$ cat config.mk
export PLATFORM = sky130hd
export DESIGN_NAME = sorted_list_table
export DESIGN_NICKNAME = d
export VERILOG_FILES = /design/src/rtl/core/slt_pkg.sv /design/src/rtl/core/slt_cell.sv /design/src/rtl/core/sorted_list_table.sv
export SDC_FILE = /design/constraint.sdc
export NUM_CORES = 2
export LEC_CHECK = 0
export BUFFER_PORTS_ARGS = -buffer_cell sky130_fd_sc_hd__buf_4
export CAP_MARGIN = 20
export CORE_MARGIN = 3
export CORE_UTILIZATION = 50
export CTS_CLUSTER_SIZE = 12
export DETAILED_ROUTE_END_ITERATION = 6
export PLACE_DENSITY_LB_ADDON = 0.1
export SYNTH_ARGS = -nofsm -noshare
export SYNTH_HDL_FRONTEND = slang
export SYNTH_SLANG_ARGS = --single-unit
$ cat constraint.sdc
create_clock -name clk -period 5.28 [get_ports clk]
set_input_delay 1.056 -clock clk [delete_from_list [all_inputs] [get_ports clk]]
set_output_delay 1.056 -clock clk [all_outputs]
set_load 0.005 [all_outputs]
$ cat src/rtl/core/slt_pkg.sv
// ----------------------------------------------------------------------------
// slt_pkg
// Shared types and codes of the sorted list table.
// ----------------------------------------------------------------------------
package slt_pkg;

  localparam int DEF_TABLE_DEPTH = 16;
  localparam int KEY_W           = 32;

  // Request operations.
  localparam logic [1:0] OP_INSERT = 2'd0;
  localparam logic [1:0] OP_DELETE = 2'd1;
  localparam logic [1:0] OP_LOOKUP = 2'd2;
  localparam logic [1:0] OP_CLEAR  = 2'd3;

  // Result status codes.
  localparam logic [1:0] STAT_DONE      = 2'd0;
  localparam logic [1:0] STAT_NOT_FOUND = 2'd1;
  localparam logic [1:0] STAT_FULL      = 2'd2;

  // Update command broadcast to every cell.
  typedef struct packed {
    logic ins;
    logic del;
  } cell_cmd_t;

  // Compare flags returned by every cell.
  typedef struct packed {
    logic lt;
    logic eq;
  } cell_flags_t;

endpackage

$ cat src/rtl/core/slt_cell.sv
// ----------------------------------------------------------------------------
// slt_cell
// One entry of the sorted table: compares against the key and shifts.
// ----------------------------------------------------------------------------
module slt_cell #(
  parameter int IDX   = 0,
  parameter int IDX_W = 4
) (
  input  logic                     clk,
  input  logic                     valid,
  input  logic [slt_pkg::KEY_W-1:0] key,
  input  slt_pkg::cell_cmd_t       cmd,
  input  logic [IDX_W-1:0]         pos,
  input  logic [slt_pkg::KEY_W-1:0] left_value,
  input  logic [slt_pkg::KEY_W-1:0] right_value,
  output logic [slt_pkg::KEY_W-1:0] value,
  output slt_pkg::cell_flags_t     flags
);

  localparam logic [IDX_W-1:0] MY_IDX = IDX_W'(IDX);

  // Entries are signed, so the ordering compare is signed.
  assign flags.lt = valid && ($signed(value) < $signed(key));
  assign flags.eq = valid && (value == key);

  // Insert opens a gap at pos by taking the left neighbor; delete closes
  // the gap at pos by taking the right neighbor.
  always_ff @(posedge clk) begin
    if (cmd.ins) begin
      if (MY_IDX == pos) begin
        value <= key;
      end else if (MY_IDX > pos) begin
        value <= left_value;
      end
    end else if (cmd.del && (MY_IDX >= pos)) begin
      value <= right_value;
    end
  end

endmodule

$ cat src/rtl/core/sorted_list_table.sv
// ----------------------------------------------------------------------------
// sorted_list_table
// Bounded table of signed values kept in ascending order in a row of cells.
// ----------------------------------------------------------------------------
// A request is taken only in the idle state; the compare state registers its
// result beat, and waits while the previous result is still waiting on m_tready.
// Each request passes through the compare state and the shift state in turn,
// and no new request is taken before the sequencer is back in the idle state.
// Reset: rst (synchronous, active high) empties the table and drops any
// pending result; the cell contents themselves are not cleared.
module sorted_list_table #(
  parameter int TABLE_DEPTH = slt_pkg::DEF_TABLE_DEPTH
) (
  input  logic        clk,
  input  logic        rst,
  // Request side.
  input  logic        s_tvalid,
  output logic        s_tready,
  input  logic [31:0] s_tdata,   // [31:0] key_value
  input  logic [1:0]  s_tuser,   // [1:0] opcode
  // Result side.
  output logic        m_tvalid,
  input  logic        m_tready,
  output logic [15:0] m_tdata    // [1:0] status, [2] found, [6:3] position,
                                 // [11:7] entry_count, [12] is_empty, rest 0
);

  localparam int IDX_W = (TABLE_DEPTH > 1) ? $clog2(TABLE_DEPTH) : 1;
  localparam int CNT_W = $clog2(TABLE_DEPTH + 1);
  localparam int KW    = slt_pkg::KEY_W;

  // The sequencer walks every request through a compare state and a shift
  // state. Only the idle state takes a new beat.
  typedef enum logic [2:0] {
    S_IDLE = 3'b001,
    S_CMP  = 3'b010,
    S_UPD  = 3'b100
  } state_t;

  state_t                state;
  logic [1:0]            op;
  logic [KW-1:0]         key;
  logic [CNT_W-1:0]      count;
  logic [CNT_W-1:0]      count_next;
  logic [IDX_W-1:0]      pos;
  logic [IDX_W-1:0]      pos_next;
  slt_pkg::cell_cmd_t    cmd;
  slt_pkg::cell_cmd_t    cmd_next;
  logic [1:0]            status_next;
  logic                  found;

  // Cell row wiring.
  logic [KW-1:0]         value [TABLE_DEPTH];
  slt_pkg::cell_flags_t  flags [TABLE_DEPTH];
  logic [TABLE_DEPTH-1:0] valid;
  logic [TABLE_DEPTH-1:0] bound;   // first entry not below the key
  logic [TABLE_DEPTH-1:0] last;    // highest stored entry
  logic [IDX_W-1:0]      bound_idx;
  logic                  last_le;
  logic                  full;
  logic                  out_free;

  assign s_tready = (state == S_IDLE);
  assign out_free = !m_tvalid || m_tready;
  assign full     = (count == CNT_W'(TABLE_DEPTH));

  // The row of cells. Each cell hands its value to both neighbors; the first
  // cell sees the key on its left, which is never taken, and the last its own value.
  for (genvar i = 0; i < TABLE_DEPTH; i++) begin : g_cell
    logic [KW-1:0] left_value;
    logic [KW-1:0] right_value;

    if (i == 0) begin : g_first
      assign left_value = key;
    end else begin : g_mid_l
      assign left_value = value[i-1];
    end

    if (i == TABLE_DEPTH - 1) begin : g_last
      assign right_value = value[i];
      assign last[i]     = valid[i];
    end else begin : g_mid_r
      assign right_value = value[i+1];
      assign last[i]     = valid[i] && !valid[i+1];
    end

    assign valid[i] = (CNT_W'(i) < count);

    if (i == 0) begin : g_bound_first
      assign bound[i] = valid[i] && !flags[i].lt;
    end else begin : g_bound_mid
      assign bound[i] = valid[i] && !flags[i].lt && flags[i-1].lt;
    end

    slt_cell #(
      .IDX   (i),
      .IDX_W (IDX_W)
    ) u_cell (
      .clk         (clk),
      .valid       (valid[i]),
      .key         (key),
      .cmd         (cmd),
      .pos         (pos),
      .left_value  (left_value),
      .right_value (right_value),
      .value       (value[i]),
      .flags       (flags[i])
    );
  end

  // Since the row is sorted, the first entry that is not below the key is
  // also the first match whenever the key is stored. At most one bound bit
  // is set, so its index is an OR over the cells.
  always_comb begin
    bound_idx = '0;
    last_le   = 1'b0;
    found     = 1'b0;
    for (int i = 0; i < TABLE_DEPTH; i++) begin
      if (bound[i]) begin
        bound_idx = bound_idx | IDX_W'(i);
      end
      last_le = last_le || (last[i] && (flags[i].lt || flags[i].eq));
      found   = found || (bound[i] && flags[i].eq);
    end
  end

  // Result and row command for the request held in op and key.
  always_comb begin
    status_next = slt_pkg::STAT_DONE;
    pos_next    = '0;
    count_next  = count;
    cmd_next    = '0;
    case (op)
      slt_pkg::OP_INSERT: begin
        if (full) begin
          status_next = slt_pkg::STAT_FULL;
        end else begin
          // Smaller than or equal to the first entry goes to the front; not
          // below the last entry goes behind it, even past equal values.
          if (!flags[0].lt) begin
            pos_next = '0;
          end else if (last_le) begin
            pos_next = IDX_W'(count);
          end else begin
            pos_next = bound_idx;
          end
          count_next   = count + CNT_W'(1);
          cmd_next.ins = 1'b1;
        end
      end
      slt_pkg::OP_DELETE: begin
        if (!found) begin
          status_next = slt_pkg::STAT_NOT_FOUND;
        end else begin
          pos_next     = bound_idx;
          count_next   = count - CNT_W'(1);
          cmd_next.del = 1'b1;
        end
      end
      slt_pkg::OP_LOOKUP: begin
        if (!found) begin
          status_next = slt_pkg::STAT_NOT_FOUND;
        end else begin
          pos_next = bound_idx;
        end
      end
      slt_pkg::OP_CLEAR: begin
        count_next = '0;
      end
      default: begin
        status_next = slt_pkg::STAT_DONE;
      end
    endcase
  end

  // Sequencer. The compare state waits until the result register is free,
  // then commits the count and the result and arms the shift state.
  always_ff @(posedge clk) begin
    if (rst) begin
      state    <= S_IDLE;
      count    <= '0;
      cmd      <= '0;
      m_tvalid <= 1'b0;
    end else begin
      // A new result beat takes priority over the one leaving this edge.
      if (state == S_CMP && out_free) begin
        m_tvalid <= 1'b1;
      end else if (m_tready) begin
        m_tvalid <= 1'b0;
      end
      case (state)
        S_IDLE: begin
          cmd <= '0;
          if (s_tvalid) begin
            state <= S_CMP;
          end
        end
        S_CMP: begin
          if (out_free) begin
            count <= count_next;
            cmd   <= cmd_next;
            state <= S_UPD;
          end
        end
        S_UPD: begin
          cmd   <= '0;
          state <= S_IDLE;
        end
        default: begin
          cmd   <= '0;
          state <= S_IDLE;
        end
      endcase
    end
  end

  // Payload registers.
  always_ff @(posedge clk) begin
    if (s_tvalid && s_tready) begin
      op  <= s_tuser;
      key <= s_tdata;
    end
    if (state == S_CMP && out_free) begin
      pos     <= pos_next;
      m_tdata <= {3'b000,
                  (count_next == '0),
                  5'(count_next),
                  4'(pos_next),
                  (op != slt_pkg::OP_CLEAR) && found,
                  status_next};
    end
  end

endmodule

==> impl_metrics.tcl <==
set metrics [dict create \
    die_area_mm2 0.0836 \
    wl_per_cell_um 24.3 \
    grt_use_total 0.300 \
    dpl_cell_area_mm2 0.0423 \
    dieHeight_um 289 \
    num_vias 32236 \
    drv_cap 0 \
    cts_root_buffer "clkbuf_16" \
    clkSlewWorstSetupHoldPaths_ns 0.06 \
    path_class "flop to flop" \
    hold_viol_final 0 \
    grt_max_degree 263 \
    power_density_mw_per_mm2 242 \
    pwr-share-clk 0.443 \
    cp-start-kind "flop" \
    place_congestion 0.919 \
    min_from "state[0]" \
    yosys-mux-area-fraction 0.0914 \
    r2r-start "g_cell[0].left_value[12]" \
    peakVddDrop_mv 0.238 \
    switchingPower_w 0.00272 \
    dpl.cell_count 5078 \
    final_max_slew_viol_count 0 \
    antenna_found_initial 1 \
    syn_inst 4056 \
    worst_pin_slew_ns 1.13 \
    cts_tree "built" \
    hold_ws_ns 0.535 \
    drt_first_pass_iters 6 \
    insertion_delay_ns 0.62 \
    rsz0062_at_grt "false" \
    port_buffers 52 \
    layout.cells.non_filler 5203 \
    die_w_um 289 \
    synth_edf_count 559 \
    drtAntennaViolNets 0 \
    ys.flop_type "edfxtp_1" \
    combPwrFrac 0.097 \
    max_freq_ghz 0.208 \
    fin_area_mm2 0.0445 \
    async_flop_share 0 \
    design.core.area_mm2 0.0791 \
    synthSimpleGateAreaFrac 0.134 \
    hpwl_um 93500 \
    clock_path_buffers 3 \
    cts_sinks 570 \
    tns_ns 0 \
    startpoint "g_cell[0].left_value[12]" \
    grt_pass1_vias 31380 \
    critical_path_required_ns 5.63 \
    synth_seq_cells 570 \
    cts_setup_buffers 0 \
    hold_class "flop to flop" \
    min_period_ns 4.80 \
    p_leak_nw 17.1 \
    cts_made_buffers 69 \
    swShare 0.252 \
    slew_headroom 0.225 \
    fin_crit_sh 0.908 \
    synth_top_family_by_area "adder cells" \
    antenna_cells 0 \
    yosysSeqAreaShare 0.424 \
    cts.repair.resized 0 \
    rows 103 \
    n_fill_cell 7188 \
    fin_nets 4658 \
    synthAdderAreaFrac 0.162 \
    final_layout_size_suffix_gt1_frac 0.0903 \
    io_pins 56 \
    routed_wl_um 127000 \
    synth.avg_cell_area_um2 9.88 \
    setup_slack_ns 0.483 \
    worstPathArrival_ns 5.15 \
    cp_max_fo 12 \
    syn-cell-area_mm2 0.0401 \
    ys_types 84 \
    overflow 0 \
    postCtsHoldBufs 0 \
    finalSetupViolCount 0 \
    synth_compound_area_frac 0.158 \
    drc 0 \
    syn_to_final_growth_pct 11.0 \
    h-tree-depth 3 \
    detail_route.iter0.violations 3014 \
    via_per_inst 6.20 \
    start_util 0.506 \
    yosysWarningCount 0 \
    synth_xor_area_frac 0 \
    cp-end-kind "flop" \
    grt_pass1_wl_um 192000 \
    power_frac_seq 0.460 \
    internal_power_w 0.00807 \
    post-place-ws_ns 0.573 \
    status "complete, no violations" \
    worst_clock_skew_ns 0.0235 \
]
-- routing by layer --
layer | global-route usage | share of wire | routed length (um)
met4 | 0.0814 | 0.027 | 3400
met5 | 0 | 0 | 0
met1 | 0.421 | 0.45 | 56400
met2 | 0.491 | 0.47 | 59100
met3 | 0.0367 | 0.061 | 7710
-- power groups by stage --
stage	clock network, W	logic, W	registers (W)
2_1_floorplan	0	0.000638	0.00504
3_3_place_gp	0	0.00102	0.00505
3_5_place_dp	0	0.00103	0.00505
4_1_cts	0.00486	0.00104	0.00496
5_1_grt	0.00500	0.00116	0.00496
6_report	0.00478	0.00105	0.00496
-- logic make-up after synthesis --
logic type | after synthesis
adder cells (fa/ha/maj) | 520
other | 1
flip-flops | 570
buffers and inverters | 306
AO/OA/AOI/OAI | 1102
AND/OR/NAND/NOR | 1195
multiplexers | 362
-- cell usage after synthesis (all sizes together), types with 11 or more instances --
cell type,number,share of area
clkbuf,200,0.019
a211oi,21,0.0041
nand2b,24,0.0037
a21o,65,0.012
o21a,15,0.0028
nand4,102,0.016
mux2i,330,0.082
nor2,672,0.063
o211ai,18,0.0034
buf,19,0.0022
nor2b,30,0.0049
dfxtp,11,0.0055
nand2,154,0.014
edfxtp,559,0.42
or2,15,0.0023
ha,520,0.16
and4,12,0.0026
nor4,24,0.0037
nand3,74,0.0092
and2,11,0.0017
mux2,32,0.0090
a21boi,12,0.0022
o21ai,94,0.012
nor3,37,0.0047
a21oi,766,0.096
inv,87,0.0082
-- placed cells by master (no fill, tap or decap), drive strengths merged, types with 5 or more instances in the layout --
| cell | synthesis | routed |
|---|---|---|
| a2111oi | 7 | 7 |
| a211oi | 21 | 21 |
| a21boi | 12 | 12 |
| a21o | 65 | 65 |
| a21oi | 766 | 766 |
| a221o | 8 | 8 |
| a221oi | 10 | 10 |
| a31oi | 10 | 10 |
| and2 | 11 | 11 |
| and3 | 9 | 9 |
| and4 | 12 | 12 |
| buf | 19 | 190 |
| bufinv | 0 | 5 |
| clkbuf | 200 | 90 |
| clkinv | 0 | 22 |
| dfxtp | 11 | 11 |
| edfxtp | 559 | 559 |
| ha | 520 | 520 |
| inv | 87 | 92 |
| mux2 | 32 | 32 |
| mux2i | 330 | 330 |
| nand2 | 154 | 154 |
| nand2b | 24 | 24 |
| nand3 | 74 | 74 |
| nand3b | 9 | 9 |
| nand4 | 102 | 102 |
| nor2 | 672 | 672 |
| nor2b | 30 | 30 |
| nor3 | 37 | 37 |
| nor4 | 24 | 24 |
| o2111ai | 5 | 5 |
| o211ai | 18 | 18 |
| o21a | 15 | 15 |
| o21ai | 94 | 94 |
| o221ai | 5 | 5 |
| o22ai | 10 | 10 |
| o31ai | 8 | 8 |
| or2 | 15 | 15 |
| or3 | 7 | 7 |
-- final cells by class --
cell class	instances	area [um^2]	share of cell area
inverter	87	327	0.00734
timing repair buffer	190	1560	0.0352
tap	1050	1310	0.0295
sequential	570	17000	0.382
clock buffer	90	1880	0.0422
multi-input combinational	3182	22100	0.497
clock inverter	34	303	0.00681
-- sequential cells by signal, summed over array words and instances (netlist names) --
| signal | count |
|---|---|
| op | 2 |
| pos | 3 |
| state | 3 |
| m_tvalid | 1 |
| m_tdata | 10 |
| cmd | 2 |
| g_cell.u_cell.value | 512 |
| count | 5 |
| g_cell.left_value | 32 |
-- metrics by stage --
step,util,total power (W)
after floorplan,-,0.00568
after global placement,0.534,0.00607
after detailed placement,0.534,0.00608
after CTS,0.562,0.0109
after global routing,0.562,0.0111
final,0.562,0.0108
-- path summary, 6_finish.rpt --
kind / end / slack (ns) / depth (start not counted)
setup / recovery: m_tdata[12] / 0.48 / 14
hold / removal: state[0] / 0.54 / 2
hold reg to reg: state[0] / 0.54 / 2
setup reg to reg: m_tdata[12] / 0.48 / 14
-- worst max-delay path: stages (launching register included) --
cell       delay (ns)
edfxtp_1         0.40
inv_1            0.41
buf_12           0.21
ha_1             0.14
nand4_1          0.17
a2111oi_0        1.00
o32ai_2          0.25
mux2i_1          0.24
a32o_1           0.33
a2111oi_4        0.33
nand4_4          0.20
nor2_4           0.24
mux2i_1          0.34
nor3_2           0.08
and4b_1          0.20
Note: power is estimated with default switching activity, not from simulation.
